File: config.mk
export PLATFORM = sky130hd
export DESIGN_NAME = keystroke_suffix_rule_matcher
export DESIGN_NICKNAME = d
export VERILOG_FILES = /design/src/ksrm_pkg.sv /design/src/ksrm_rule_mem.sv /design/src/ksrm_seq.sv /design/src/keystroke_suffix_rule_matcher.sv
export VERILOG_INCLUDE_DIRS = /design/src /design/src/src
export SDC_FILE = /design/constraint.sdc
export NUM_CORES = 2
export LEC_CHECK = 0
export BUFFER_PORTS_ARGS = -buffer_cell sky130_fd_sc_hd__buf_2
export CORE_ASPECT_RATIO = 1.25
export CORE_MARGIN = 10
export CORE_UTILIZATION = 53
export DETAILED_ROUTE_END_ITERATION = 10
export HOLD_SLACK_MARGIN = 0.03
export PLACE_DENSITY_LB_ADDON = 0.15
export SLEW_MARGIN = 20
export SYNTH_ARGS = -nofsm -noshare
export SYNTH_HDL_FRONTEND = slang
export SYNTH_SLANG_ARGS = --single-unit
export TNS_END_PERCENT = 1
File: constraint.sdc
create_clock -name i_clk -period 11.8 [get_ports i_clk]
set_input_delay 0.59 -clock i_clk [delete_from_list [all_inputs] [get_ports i_clk]]
set_output_delay 0.59 -clock i_clk [all_outputs]
set_load 0.01 [all_outputs]
File: src/keystroke_suffix_rule_matcher_assert.svh
// Assertion macros used by the rule matcher sequencer.
`ifndef KEYSTROKE_SUFFIX_RULE_MATCHER_ASSERT_SVH
`define KEYSTROKE_SUFFIX_RULE_MATCHER_ASSERT_SVH

`ifndef ASSERT_OFF
// Same-cycle implication, sampled on the rising clock edge outside reset.
`define KSRM_ASSERT_IMP(lbl, ante, cons, msg) \
    lbl: assert property (@(posedge i_clk) disable iff (!i_rst_n) (ante) |-> (cons)) \
        else $error(msg);
// Next-cycle implication, sampled on the rising clock edge outside reset.
`define KSRM_ASSERT_NXT(lbl, ante, cons, msg) \
    lbl: assert property (@(posedge i_clk) disable iff (!i_rst_n) (ante) |=> (cons)) \
        else $error(msg);
`else
`define KSRM_ASSERT_IMP(lbl, ante, cons, msg)
`define KSRM_ASSERT_NXT(lbl, ante, cons, msg)
`endif

`endif

File: src/ksrm_pkg.sv
// Package with the sizes, codes, types and helper functions of the rule matcher.
package ksrm_pkg;

    localparam int TABLE_DEPTH = 16;
    localparam int MAX_KEY     = 4;
    localparam int MAX_TEXT    = 4;
    localparam int FIELD_BYTES = 4;

    localparam int KEY_CAP  = (MAX_KEY < FIELD_BYTES) ? MAX_KEY : FIELD_BYTES;
    localparam int TEXT_CAP = (MAX_TEXT < FIELD_BYTES) ? MAX_TEXT : FIELD_BYTES;
    localparam int ADDR_W   = $clog2(TABLE_DEPTH);
    localparam int CNT_W    = $clog2(TABLE_DEPTH + 1);
    localparam int HIST_W   = 8 * MAX_KEY;
    localparam int HCNT_W   = $clog2(MAX_KEY + 1);
    localparam int LEN_W    = 3;

    localparam int IN_TDATA_W  = 96;
    localparam int OUT_TDATA_W = 48;
    localparam int TUSER_W     = 2;

    localparam logic [7:0] OPEN_BRACKET = 8'h5B;

    // Action codes of an input item.
    localparam logic [1:0] ACT_KEY    = 2'd0;
    localparam logic [1:0] ACT_DEFINE = 2'd1;
    localparam logic [1:0] ACT_CLEAR  = 2'd2;

    // Status codes of a result item.
    localparam logic [1:0] STAT_NONE  = 2'd0;
    localparam logic [1:0] STAT_SUBST = 2'd1;
    localparam logic [1:0] STAT_FULL  = 2'd2;

    // One stored rule.
    typedef struct packed {
        logic [31:0]      key;
        logic [LEN_W-1:0] klen;
        logic [31:0]      text;
        logic [LEN_W-1:0] tlen;
        logic [3:0]       erase_before;
        logic [3:0]       erase_after;
        logic [3:0]       cursor_move;
    } t_rule;

    // One result item.
    typedef struct packed {
        logic [1:0]       status;
        logic [3:0]       erase_before;
        logic [3:0]       erase_after;
        logic [3:0]       cursor_move;
        logic [31:0]      insert_text;
        logic [LEN_W-1:0] insert_length;
        logic             indent_line;
    } t_result;

    // Access of the sequencer to the rule memory.
    typedef struct packed {
        logic              rd_en;
        logic [ADDR_W-1:0] rd_addr;
        logic              wr_en;
        logic [ADDR_W-1:0] wr_addr;
        t_rule             wr_data;
    } t_mem_req;

    // Cuts a length to the given capacity.
    function automatic logic [LEN_W-1:0] clamp_len(input logic [LEN_W-1:0] len,
                                                   input int cap);
        logic [LEN_W-1:0] c;
        c = LEN_W'(cap);
        return (len > c) ? c : len;
    endfunction

    // Ones in every byte below the length.
    function automatic logic [31:0] byte_mask(input logic [LEN_W-1:0] len);
        logic [31:0] m;
        for (int i = 0; i < FIELD_BYTES; i++) begin
            m[8*i +: 8] = (LEN_W'(i) < len) ? 8'hFF : 8'h00;
        end
        return m;
    endfunction

    // True when the stored key is a prefix of the new key.
    function automatic logic is_prefix(input t_rule a, input logic [31:0] bkey,
                                       input logic [LEN_W-1:0] blen);
        logic hit;
        hit = (a.klen <= blen);
        for (int i = 0; i < FIELD_BYTES; i++) begin
            if (LEN_W'(i) < a.klen && a.key[8*i +: 8] != bkey[8*i +: 8]) begin
                hit = 1'b0;
            end
        end
        return hit;
    endfunction

    // True when the key equals the newest characters of the history.
    function automatic logic suffix_hit(input logic [31:0] key,
                                        input logic [LEN_W-1:0] klen,
                                        input logic [HIST_W-1:0] hist,
                                        input logic [HCNT_W-1:0] hcnt);
        logic hit;
        int   idx;
        hit = (int'(klen) <= int'(hcnt));
        for (int i = 0; i < KEY_CAP; i++) begin
            idx = int'(klen) - 1 - i;
            if (LEN_W'(i) < klen && idx >= 0) begin
                if (hist[8*idx +: 8] != key[8*i +: 8]) begin
                    hit = 1'b0;
                end
            end
        end
        return hit;
    endfunction

    // True for the rule keyed by two open brackets.
    function automatic logic is_indent_key(input logic [31:0] key,
                                           input logic [LEN_W-1:0] klen);
        return (klen >= LEN_W'(2)) && (key[7:0] == OPEN_BRACKET) &&
               (key[15:8] == OPEN_BRACKET);
    endfunction

endpackage

File: src/ksrm_rule_mem.sv
// Rule table memory with one write port and one registered read port.
module ksrm_rule_mem (
    input  logic             i_clk,
    input  ksrm_pkg::t_mem_req i_req,
    output ksrm_pkg::t_rule  o_rd_data
);
    import ksrm_pkg::*;

    t_rule r_mem [TABLE_DEPTH];
    t_rule r_rd_data;

    // Write and read; read data comes from a register and appears in the next cycle.
    always_ff @(posedge i_clk) begin
        if (i_req.wr_en) begin
            r_mem[i_req.wr_addr] <= i_req.wr_data;
        end
        if (i_req.rd_en) begin
            r_rd_data <= r_mem[i_req.rd_addr];
        end
    end

    assign o_rd_data = r_rd_data;

endmodule

File: src/ksrm_seq.sv
// Sequencer: history, rule count, table scans and the insert shift.
module ksrm_seq (
    input  logic                     i_clk,
    input  logic                     i_rst_n,
    input  logic                     i_valid,
    output logic                     o_ready,
    input  logic [1:0]               i_action,
    input  logic [7:0]               i_char,
    input  ksrm_pkg::t_rule          i_rule,
    output ksrm_pkg::t_mem_req       o_mem_req,
    input  ksrm_pkg::t_rule          i_rd_data,
    output logic                     o_res_valid,
    input  logic                     i_res_ready,
    output ksrm_pkg::t_result        o_res
);
    import ksrm_pkg::*;

    `include "keystroke_suffix_rule_matcher_assert.svh"

    localparam logic [2:0] S_IDLE   = 3'd0;
    localparam logic [2:0] S_FIND   = 3'd1;
    localparam logic [2:0] S_SHIFT  = 3'd2;
    localparam logic [2:0] S_SCAN   = 3'd3;
    localparam logic [2:0] S_RESULT = 3'd4;

    logic [2:0]        r_state, n_state;
    logic [CNT_W-1:0]  r_count, n_count;
    logic [HIST_W-1:0] r_hist, n_hist;
    logic [HCNT_W-1:0] r_hcnt, n_hcnt;
    t_rule             r_new, n_new;
    logic [CNT_W-1:0]  r_issue, n_issue;
    logic              r_pend, n_pend;
    logic [ADDR_W-1:0] r_pidx, n_pidx;
    logic [CNT_W-1:0]  r_pos, n_pos;
    logic [CNT_W-1:0]  r_src, n_src;
    t_result           r_res, n_res;

    logic [LEN_W-1:0]  new_klen;
    logic [LEN_W-1:0]  new_tlen;
    logic              hit_find;
    logic              hit_scan;
    logic [CNT_W-1:0]  shift_src;
    logic [CNT_W-1:0]  shift_dst;
    t_mem_req          mem_req;
    logic              accept;

    assign new_klen = clamp_len(i_rule.klen, KEY_CAP);
    assign new_tlen = clamp_len(i_rule.tlen, TEXT_CAP);
    assign hit_find = is_prefix(i_rd_data, r_new.key, r_new.klen);
    assign hit_scan = suffix_hit(i_rd_data.key, i_rd_data.klen, r_hist, r_hcnt);
    assign shift_src = r_src - CNT_W'(1);
    assign shift_dst = CNT_W'(r_pidx) + CNT_W'(1);
    assign accept   = i_valid && (r_state == S_IDLE);

    // Next-state logic of the sequencer.
    always_comb begin
        n_state = r_state;
        n_count = r_count;
        n_hist  = r_hist;
        n_hcnt  = r_hcnt;
        n_new   = r_new;
        n_issue = r_issue;
        n_pend  = r_pend;
        n_pidx  = r_pidx;
        n_pos   = r_pos;
        n_src   = r_src;
        n_res   = r_res;
        mem_req = '0;

        unique case (r_state)
            S_IDLE: begin
                if (accept) begin
                    n_issue = '0;
                    n_pend  = 1'b0;
                    n_res   = '0;
                    case (i_action)
                        ACT_DEFINE: begin
                            if (r_count >= CNT_W'(TABLE_DEPTH)) begin
                                n_res.status = STAT_FULL;
                                n_state      = S_RESULT;
                            end else begin
                                n_new.key          = i_rule.key & byte_mask(new_klen);
                                n_new.klen         = new_klen;
                                n_new.text         = i_rule.text & byte_mask(new_tlen);
                                n_new.tlen         = new_tlen;
                                n_new.erase_before = i_rule.erase_before;
                                n_new.erase_after  = i_rule.erase_after;
                                n_new.cursor_move  = i_rule.cursor_move;
                                n_state            = S_FIND;
                            end
                        end
                        ACT_KEY: begin
                            n_hist = {r_hist[HIST_W-9:0], i_char};
                            if (r_hcnt < HCNT_W'(MAX_KEY)) begin
                                n_hcnt = r_hcnt + HCNT_W'(1);
                            end
                            n_state = S_SCAN;
                        end
                        ACT_CLEAR: begin
                            n_hist  = '0;
                            n_hcnt  = '0;
                            n_state = S_RESULT;
                        end
                        default: begin
                            n_state = S_RESULT;
                        end
                    endcase
                end
            end

            // Look for the first stored key that is a prefix of the new key.
            S_FIND: begin
                if (r_pend && hit_find) begin
                    n_pos   = CNT_W'(r_pidx);
                    n_src   = r_count;
                    n_pend  = 1'b0;
                    n_state = S_SHIFT;
                end else if (r_issue < r_count) begin
                    mem_req.rd_en   = 1'b1;
                    mem_req.rd_addr = r_issue[ADDR_W-1:0];
                    n_pidx          = r_issue[ADDR_W-1:0];
                    n_issue         = r_issue + CNT_W'(1);
                    n_pend          = 1'b1;
                end else begin
                    n_pos   = r_count;
                    n_src   = r_count;
                    n_pend  = 1'b0;
                    n_state = S_SHIFT;
                end
            end

            // Move rules down one place from the end, then write the new rule.
            // Reads run two entries below the writes, so they never overlap.
            S_SHIFT: begin
                n_pend = 1'b0;
                if (r_pend) begin
                    mem_req.wr_en   = 1'b1;
                    mem_req.wr_addr = shift_dst[ADDR_W-1:0];
                    mem_req.wr_data = i_rd_data;
                end
                if (r_src > r_pos) begin
                    mem_req.rd_en   = 1'b1;
                    mem_req.rd_addr = shift_src[ADDR_W-1:0];
                    n_pidx          = shift_src[ADDR_W-1:0];
                    n_src           = shift_src;
                    n_pend          = 1'b1;
                end else if (!r_pend) begin
                    mem_req.wr_en   = 1'b1;
                    mem_req.wr_addr = r_pos[ADDR_W-1:0];
                    mem_req.wr_data = r_new;
                    n_count         = r_count + CNT_W'(1);
                    n_res           = '0;
                    n_state         = S_RESULT;
                end
            end

            // Find the first rule whose key matches the history's suffix.
            S_SCAN: begin
                if (r_pend && hit_scan) begin
                    n_res.status        = STAT_SUBST;
                    n_res.erase_before  = i_rd_data.erase_before;
                    n_res.erase_after   = i_rd_data.erase_after;
                    n_res.cursor_move   = i_rd_data.cursor_move;
                    n_res.insert_text   = i_rd_data.text;
                    n_res.insert_length = i_rd_data.tlen;
                    n_res.indent_line   = is_indent_key(i_rd_data.key, i_rd_data.klen);
                    n_pend              = 1'b0;
                    n_state             = S_RESULT;
                end else if (r_issue < r_count) begin
                    mem_req.rd_en   = 1'b1;
                    mem_req.rd_addr = r_issue[ADDR_W-1:0];
                    n_pidx          = r_issue[ADDR_W-1:0];
                    n_issue         = r_issue + CNT_W'(1);
                    n_pend          = 1'b1;
                end else begin
                    n_res   = '0;
                    n_pend  = 1'b0;
                    n_state = S_RESULT;
                end
            end

            S_RESULT: begin
                if (i_res_ready) begin
                    n_state = S_IDLE;
                end
            end

            default: begin
                n_state = S_IDLE;
            end
        endcase
    end

    // Control registers.
    always_ff @(posedge i_clk) begin
        if (!i_rst_n) begin
            r_state <= S_IDLE;
            r_count <= '0;
            r_hist  <= '0;
            r_hcnt  <= '0;
            r_issue <= '0;
            r_pend  <= 1'b0;
            r_pos   <= '0;
            r_src   <= '0;
        end else begin
            r_state <= n_state;
            r_count <= n_count;
            r_hist  <= n_hist;
            r_hcnt  <= n_hcnt;
            r_issue <= n_issue;
            r_pend  <= n_pend;
            r_pos   <= n_pos;
            r_src   <= n_src;
        end
    end

    // Payload registers.
    always_ff @(posedge i_clk) begin
        r_new  <= n_new;
        r_pidx <= n_pidx;
        r_res  <= n_res;
    end

    assign o_ready     = (r_state == S_IDLE);
    assign o_mem_req   = mem_req;
    assign o_res_valid = (r_state == S_RESULT);
    assign o_res       = r_res;

    `KSRM_ASSERT_IMP(a_count_bound, 1'b1, r_count <= CNT_W'(TABLE_DEPTH), "rule count past depth")
    `KSRM_ASSERT_IMP(a_hist_bound, 1'b1, r_hcnt <= HCNT_W'(MAX_KEY), "history count past limit")
    `KSRM_ASSERT_IMP(a_write_shift, mem_req.wr_en, r_state == S_SHIFT, "table write outside shift")
    `KSRM_ASSERT_NXT(a_accept_busy, i_valid && o_ready, r_state != S_IDLE, "accepted item lost")
    `KSRM_ASSERT_NXT(a_count_step, r_state == S_SHIFT && !r_pend && r_src <= r_pos,
                     r_count == $past(r_count) + CNT_W'(1), "insert did not add one rule")

endmodule

File: src/keystroke_suffix_rule_matcher.sv
// Top level of the keystroke suffix rule matcher: stream ports and result register.
// A keystroke's result comes from the scan that reads one rule a cycle from the rule memory
// and stops at the first matching rule.
// A define runs a prefix search, then the shift that moves one rule a cycle; a define on a
// full table, clear and unknown actions go straight to the result.
// One item is in work at a time; a result waits in the output register meanwhile.
// Synchronous active-low reset empties the table and the history; no clearing pass.
module keystroke_suffix_rule_matcher (
    input  logic                             i_clk,
    input  logic                             i_rst_n,
    input  logic                             i_s_tvalid,
    output logic                             o_s_tready,
    // character, rule_key, rule_key_length, rule_text, rule_text_length,
    // rule_erase_before, rule_erase_after, rule_cursor_move, zero pad
    input  logic [ksrm_pkg::IN_TDATA_W-1:0]  i_s_tdata,
    // action
    input  logic [ksrm_pkg::TUSER_W-1:0]     i_s_tuser,
    output logic                             o_m_tvalid,
    input  logic                             i_m_tready,
    // erase_before, erase_after, cursor_move, insert_text, insert_length, indent_line
    output logic [ksrm_pkg::OUT_TDATA_W-1:0] o_m_tdata,
    // status
    output logic [ksrm_pkg::TUSER_W-1:0]     o_m_tuser
);
    import ksrm_pkg::*;

    t_rule     in_rule;
    t_mem_req  mem_req;
    t_rule     rd_data;
    logic      res_valid;
    logic      res_ready;
    t_result   res;
    logic      r_out_valid;
    t_result   r_out;

    // Unpack the rule fields of an input item.
    always_comb begin
        in_rule.key          = i_s_tdata[39:8];
        in_rule.klen         = i_s_tdata[42:40];
        in_rule.text         = i_s_tdata[74:43];
        in_rule.tlen         = i_s_tdata[77:75];
        in_rule.erase_before = i_s_tdata[81:78];
        in_rule.erase_after  = i_s_tdata[85:82];
        in_rule.cursor_move  = i_s_tdata[89:86];
    end

    ksrm_seq u_seq (
        .i_clk       (i_clk),
        .i_rst_n     (i_rst_n),
        .i_valid     (i_s_tvalid),
        .o_ready     (o_s_tready),
        .i_action    (i_s_tuser),
        .i_char      (i_s_tdata[7:0]),
        .i_rule      (in_rule),
        .o_mem_req   (mem_req),
        .i_rd_data   (rd_data),
        .o_res_valid (res_valid),
        .i_res_ready (res_ready),
        .o_res       (res)
    );

    ksrm_rule_mem u_mem (
        .i_clk     (i_clk),
        .i_req     (mem_req),
        .o_rd_data (rd_data)
    );

    // Output register: takes a result when empty or being drained.
    assign res_ready = !r_out_valid || i_m_tready;

    always_ff @(posedge i_clk) begin
        if (!i_rst_n) begin
            r_out_valid <= 1'b0;
        end else if (res_valid && res_ready) begin
            r_out_valid <= 1'b1;
        end else if (i_m_tready) begin
            r_out_valid <= 1'b0;
        end
    end

    always_ff @(posedge i_clk) begin
        if (res_valid && res_ready) begin
            r_out <= res;
        end
    end

    assign o_m_tvalid = r_out_valid;
    assign o_m_tdata  = {r_out.indent_line, r_out.insert_length, r_out.insert_text,
                         r_out.cursor_move, r_out.erase_after, r_out.erase_before};
    assign o_m_tuser  = r_out.status;

endmodule

---- Yosys cells after proc, flatten, opt, wreduce, memory -nomap -nowiden ----
Memories as Yosys holds them, arrays and structs flattened. A register that Yosys moved wholly into a read port is not among the register bits.
Cells that the tools add are included.
word-level totals
  word-level logic and storage cells ...... 216
  memories ................................ 1
  input bits .............................. 102
  RAM bits ................................ 1312
  flip-flop bits (word level) ............. 246
  output and inout port bits .............. 52
memories
  name         depth  width  read ports  clocked after Yosys merged registers in  write ports  RTL line            text
  u_mem.r_mem  16     82     1           1                                        1            ksrm_rule_mem.sv:9  t_rule r_mem [TABLE_DEPTH];
operators by class
  shift-type cells ........................ 4
  add/sub/neg operators ................... 9
  order comparisons ....................... 25
  reduce and logical (&&, ||, !) cells .... 36
  bitwise operators ....................... 5
  mux-type cells .......................... 78
  eq/ne operators ......................... 27
operators with widths
  cell                                                                 number
  2-to-1 mux 87 bit                                                    4
  2-to-1 mux 50 bit                                                    5
  one-hot mux 50 bit (3 select lines)                                  1
  greater-or-equal comparator 32 x 1 -> 1 bit (second input constant)  4
  variable part select 32 x 32 -> 8 bit                                4
  AND 32 bit                                                           2
  2-to-1 mux 8 bit                                                     8
  != test 8 bit                                                        8
  one-hot mux 32 bit (2 select lines)                                  1
  subtractor 32 x 3 -> 32 bit (second input constant)                  2
  2-to-1 mux 5 bit                                                     12
  2-to-1 mux 3 bit                                                     12
  subtractor 32 x 2 -> 32 bit (second input constant)                  1
  one-hot mux 5 bit (3 select lines)                                   2
  2-to-1 mux 1 bit                                                     21
  < comparator 1 x 3 -> 1 bit (first input constant)                   6
  < comparator 2 x 3 -> 1 bit (first input constant)                   6
  equality test 8 x 7 -> 1 bit (second input constant)                 2
  2-to-1 mux 4 bit                                                     4
  AND reduction 4 bit                                                  4
  one-hot mux 3 bit (5 select lines)                                   1
  logical AND 1 bit                                                    14
  one-hot mux 3 bit (2 select lines)                                   2
  one-hot mux 4 bit (3 select lines)                                   1
  other kinds (36)                                                     57

---- Depth between registers and ports, before layout ----
  depth in word-level cells ............... 14
  mapped depth ............................ 26
  depth with buffers taken out ............ 18

---- By module ----
A second synthesis with hierarchy kept.
second synthesis, totals
  cell total of the unflattened synthesis .. 3232
  area, all modules ....................... 64358.0 um^2
by module, submodules not included
  module                         area an instance (um^2)  instances  cells each
  ksrm_rule_mem                  51503.1                  1          2103
  ksrm_seq                       11295.8                  1          1074
  keystroke_suffix_rule_matcher  1559.0                   1          55

---- Least setup slack after synthesis ----
OpenSTA, ideal clock, no wires.
  path kind ............................... register to register
  start ................................... register u_seq.r_state[0]
  end ..................................... register u_seq.r_new[0] in the netlist's numbering, enable pin
  data arrival time ....................... 9.503 ns
  cell stages (with the launch flop) ...... 5
  slack ................................... 1.545 ns
  library setup time ...................... 0.752 ns
  path through ............................ dfxtp_1 clkbuf_1 nor3_1 nand2_1 nor4b_1
on the way
  longest elaborated chain between the ends .. 3
RTL lines
  what                                      RTL line                             text
  start, declared                           ksrm_seq.sv:26                       logic [2:0] r_state, n_state;
  start signal, assigned                    ksrm_seq.sv:206                      r_state <= n_state;
  logical NOT 3 bit (*)                     -
  via o_s_tready                            keystroke_suffix_rule_matcher.sv:12  output logic o_s_tready,
  logical AND 1 bit                         ksrm_seq.sv:53                       assign accept = i_valid && (r_state == S_IDLE);
  AND reduction 4 bit (no source line) (*)  -
  end signal, assigned                      ksrm_seq.sv:219                      r_new <= n_new;
  end, declared                             ksrm_seq.sv:30                       t_rule r_new, n_new;
Mark *: on every way through the listed nets, which the timed path passes. The rest lies on a longest branch.
A chain may end at the register's enable or synchronous reset.

---- Worst setup path in the final report ----
  start ................................... register, netlist name u_mem.o_rd_data[47]
  end ..................................... register, netlist name u_mem.o_rd_data[79]
on the way
  longest elaborated chain between the ends .. 14
  elaborated cells between the ends (all ways) .. 47
  those cells by class .................... 4 x add/sub; 10 x order compare; 4 x eq/ne; 4 x shift; 15 x mux; 10 x reduce/logical
RTL lines
  what                                                                  RTL line        text
  branches (longest 13 deep; another with subtractor 32 x 2 -> 32 bit)  -
  one-hot mux 5 bit (3 select lines) (*)                                ksrm_seq.sv:70  unique case (r_state)
Every way passes the cells marked *.

==> metrics list <==
- Run status: complete, no violations
- EDFF count, synth: 1580
* Share of synthesized registers carrying an async set or reset: 0%
- Final hold viol count: 0
* Clock tree from TritonCTS: done
- After Yosys synthesis, XOR and XNOR cells account for less than 1% of the synthesized area.
- Sequential cells were found to cover 72.6% of the synthesized design area.
- Fmax: between 100 and 150 MHz
- Of the total synthesized cell area, the portion taken by full adders, half adders and majority gates is less than 1%.
- First-pass GRT wire length: 270000 um
- In this run the power density over the cells is ~170 nW/um^2.
* Weighted congestion at the end of routability-driven global placement: 0.870
- STA puts the critical path data required time at 12.31 ns.
- The final count of pins violating max slew was 0.
- Leakage power summed over all cells: between 0.02 and 0.025 uW
- The count of nets left with antenna violations once routing finished came out at 0.
- Measured along the x axis, the die boundary spans 338 um.
* Number of port buffers: 147
- Most common flop cell mapped by yosys: sky130_fd_sc_hd__edfxtp_1
- Register bit count reported by yosys: 1640
- Headroom to the max-slew limit came out at 23.2%.
- Multiplexer share of the synthesized area: 1.00%
- Fraction of the mapped netlist area in compound gates: between 10 and 15%
* Library cell used as clock root buffer: sky130_fd_sc_hd__clkbuf_16
- Pin placement for this block handled 154 I/O pins.
* Final period util: 72.1%
- The floorplan has 145 rows.
- Met3 layer wire length in the routed design: 14700 um
* Post-Syn Nets: around 4700
- Total of fill cells in the finished design: 9413
- Global routing used 25.3% of the available tracks.
- The first detailed-routing pass took 5 iterations.
- After synthesis, the largest family of logic cells by area is compound AO/OA/AOI/OAI gates.
- Clock skew after layout: between 0.02 and 0.03 ns
- Signal routing reaches up to met4.
- Starting density of the core: between 50% and 60%
- Fraction of post-synthesis cell area in the top cell type by area: 70.8%
- Post-CTS repair timing setup buffer count: 0
* Antenna violations before repair: 3
- Of the total synthesized cell area, the portion taken by AND, OR, NAND and NOR gates is roughly 11%.
* Num CTS Buffers: between 150 and 200
- Entering global routing, the biggest net connects 170 pins.
- The H-tree was split into 4 levels.
- Fin nets: 4786
- Post-detailed-routing wire length: 184000 um
- Clock tree synthesis found a total of around 1600 sinks.
- Summed instance area of the synthesized netlist: 67000 um^2
- Multi-input gate area in the final layout: around 17000 um^2
- Fraction of the core area covered by cells at the end of the flow: 59.6%
- Final non-filler cell total: 6475
- Clock-pin slew was measured on the worst setup and hold paths at 0.06 ns.
- Initial DRC count: 4541
- Setup TNS: 0 ns
- Number of setup violations in the final report: 0
- Footprint of the flip-flops and latches: 48600 um^2
- Area of the core: 125000 um^2
* Design Power: 12500 uW
- Worst slew pin tran: ~1.2 ns
- Overflow left after global routing: 0
- Across the VDD grid, the largest voltage drop is 120 uV.
- After technology mapping, the gate count stands at about 4600.
- Quantity of gates resized following cts: 0
* Most used standard cell by instance count after synthesis: sky130_fd_sc_hd__edfxtp_1
* Largest cells by area after synthesis: sky130_fd_sc_hd__edfxtp_1 71%, sky130_fd_sc_hd__a311oi_1 4.3%, sky130_fd_sc_hd__a221oi_1 4.3%, sky130_fd_sc_hd__nand2_1 4.2%, sky130_fd_sc_hd__and2_1 2.2%
- Via count: 41863
* Layout cells sized above 1: ~11%
- Number of unique standard cell types used by synthesis: 77
* RSZ-0062 raised after global routing: false
* Kind of start point of the critical path: flip-flop
- Floorplan die area: around 140000 um^2
- After detailed routing, the met2 layer carries 88500 um of wire.
- After detailed routing, the number of remaining DRC violations is 0.
- Clk buf depth: 3
- Relative to the synthesized area, the layout overhead comes to 11.5%.
- Kind of end point of the critical path: flip-flop
- Across the run, the number of max-cap violations was 0.
* Class of the tightest hold or removal check: input port to flip-flop
- Yosys warns: 0
- Number of global-route vias before repair: 40184
* Mean post-synth cell area: 14.6 um^2
- By startpoint and endpoint, the worst setup path is classified as flip-flop to flip-flop.
- In this run the vertical extent of the chip is between 400 and 500 um.
* DR WL/cell: 28.5 um
* Arr. time, crit path: 9.01 ns
- Largest driver fanout on the critical path: 72
- Total half-perimeter wirelength after legalization and detailed placement: 89200 um
- The biggest area contributor in the post-synthesis netlist is sky130_fd_sc_hd__edfxtp_1.
- Routed length on met1: 75000 um
- Number of hold buffers added after CTS: 17
- Mean number of vias per cell: 6.47
- Min Clock Period, post-route: 8.50 ns
- Clock latency on the worst-skew pair: 0.80 ns
- The number of antenna diodes in the final layout is 0.
* Top cells by instance count after synthesis: 1580 x sky130_fd_sc_hd__edfxtp_1, 748 x sky130_fd_sc_hd__nand2_1, 331 x sky130_fd_sc_hd__a311oi_1
- Inst Count DP: 6163
power by group:
part	internal, uW	switching [uW]	leakage (uW)
logic	235	588	0.00618
clock network	2850	2170	0.00249
registers	6570	68.0	0.0158
total	9650	2830	0.0244
cells by family (layout without fill, tap and decap cells):
group | Yosys count | in the layout
buf+inv | 398 | 591
mux | 50 | 50
compound gates | 930 | 930
fa+ha+maj | 31 | 31
xor+xnor | 47 | 47
simple gates | 1496 | 1496
flops | 1640 | 1640
worst max-delay path, stage by stage, from the launching register on:
cell and delay [ns]:
sky130_fd_sc_hd__edfxtp_1 0.33, sky130_fd_sc_hd__buf_4 0.60, sky130_fd_sc_hd__inv_1 0.56, sky130_fd_sc_hd__ha_1 0.45, sky130_fd_sc_hd__ha_1 0.62, sky130_fd_sc_hd__ha_1 0.26
sky130_fd_sc_hd__inv_1 0.05, sky130_fd_sc_hd__ha_1 0.27, sky130_fd_sc_hd__nand2b_1 0.24, sky130_fd_sc_hd__a21o_1 0.21, sky130_fd_sc_hd__a2111oi_2 0.36, sky130_fd_sc_hd__nand4_1 0.14
sky130_fd_sc_hd__o311ai_1 0.36, sky130_fd_sc_hd__o2111ai_1 0.27, sky130_fd_sc_hd__a2111o_1 0.64, sky130_fd_sc_hd__a31o_4 0.63, sky130_fd_sc_hd__buf_4 0.46, sky130_fd_sc_hd__buf_4 0.45
sky130_fd_sc_hd__a221oi_1 0.44, sky130_fd_sc_hd__a311oi_1 0.09, sky130_fd_sc_hd__or4_1 0.57
area by class of cell:
| cell class | count | area share [%] |
|---|---|---|
| clock buffers | 202 | 5.68 |
| inverters | 40 | 0.201 |
| clock inverters | 92 | 1.14 |
| repair buffers | 257 | 2.39 |
| multi-input cells | 2554 | 22.7 |
| flip-flops and latches | 1640 | 65.1 |
| well taps | 1690 | 2.83 |
state kept, by name (all words and copies together), names as in the netlist:
name / count
u_seq.r_hcnt: 3
u_mem.o_rd_data: 82
u_mem.r_mem: 1312
u_seq.r_pend: 1
u_seq.r_new: 82
u_seq.r_count: 5
o_m_tvalid: 1
u_seq.o_res: 50
u_seq.r_src: 5
u_seq.r_state: 3
u_seq.r_hist: 32
o_m_tdata: 48
u_seq.r_pidx: 4
o_m_tuser: 2
u_seq.r_pos: 5
u_seq.r_issue: 5
per-stage QoR:
stage               hold slack [ns]  instance area, um^2  setup slack, ns
finish                       0.0767                74800             3.30
global route                 0.0547                74800             2.85
CTS                          0.0314                74700             3.38
detailed placement            0.405                69500             3.40
global placement              0.402                69400             3.51
floorplan                     0.400                67000             1.54
worst paths after layout:
check	cells after the start	startpoint	to	slack, ns
max	20	u_mem.o_rd_data[47]	u_mem.o_rd_data[79]	3.30
min reg2reg	0	u_seq.o_res[0]	o_m_tdata[47]	0.42
min	2	i_s_tdata[53]	u_seq.r_new[25]	0.08
max reg2reg	20	u_mem.o_rd_data[47]	u_mem.o_rd_data[79]	3.30
layer usage:
metal,track usage (%),vias to the layer above
met5,0,-
met2,41.1,1900
met3,3.49,324
met1,34.9,21475
met4,9.39,0
li1,-,18164
layout by cell type (no fill, tap or decap), types with 79 or more instances in the layout:
| cell type | n |
|---|---|
| sky130_fd_sc_hd__buf_2 | 147 |
| sky130_fd_sc_hd__and2_1 | 233 |
| sky130_fd_sc_hd__clkbuf_16 | 164 |
| sky130_fd_sc_hd__nor2b_1 | 226 |
| sky130_fd_sc_hd__buf_4 | 79 |
| sky130_fd_sc_hd__a221oi_1 | 325 |
| sky130_fd_sc_hd__a311oi_1 | 331 |
| sky130_fd_sc_hd__edfxtp_1 | 1580 |
| sky130_fd_sc_hd__or4_1 | 84 |
| sky130_fd_sc_hd__nand2_1 | 746 |
No activity file was read; power rests on OpenSTA's default activity.
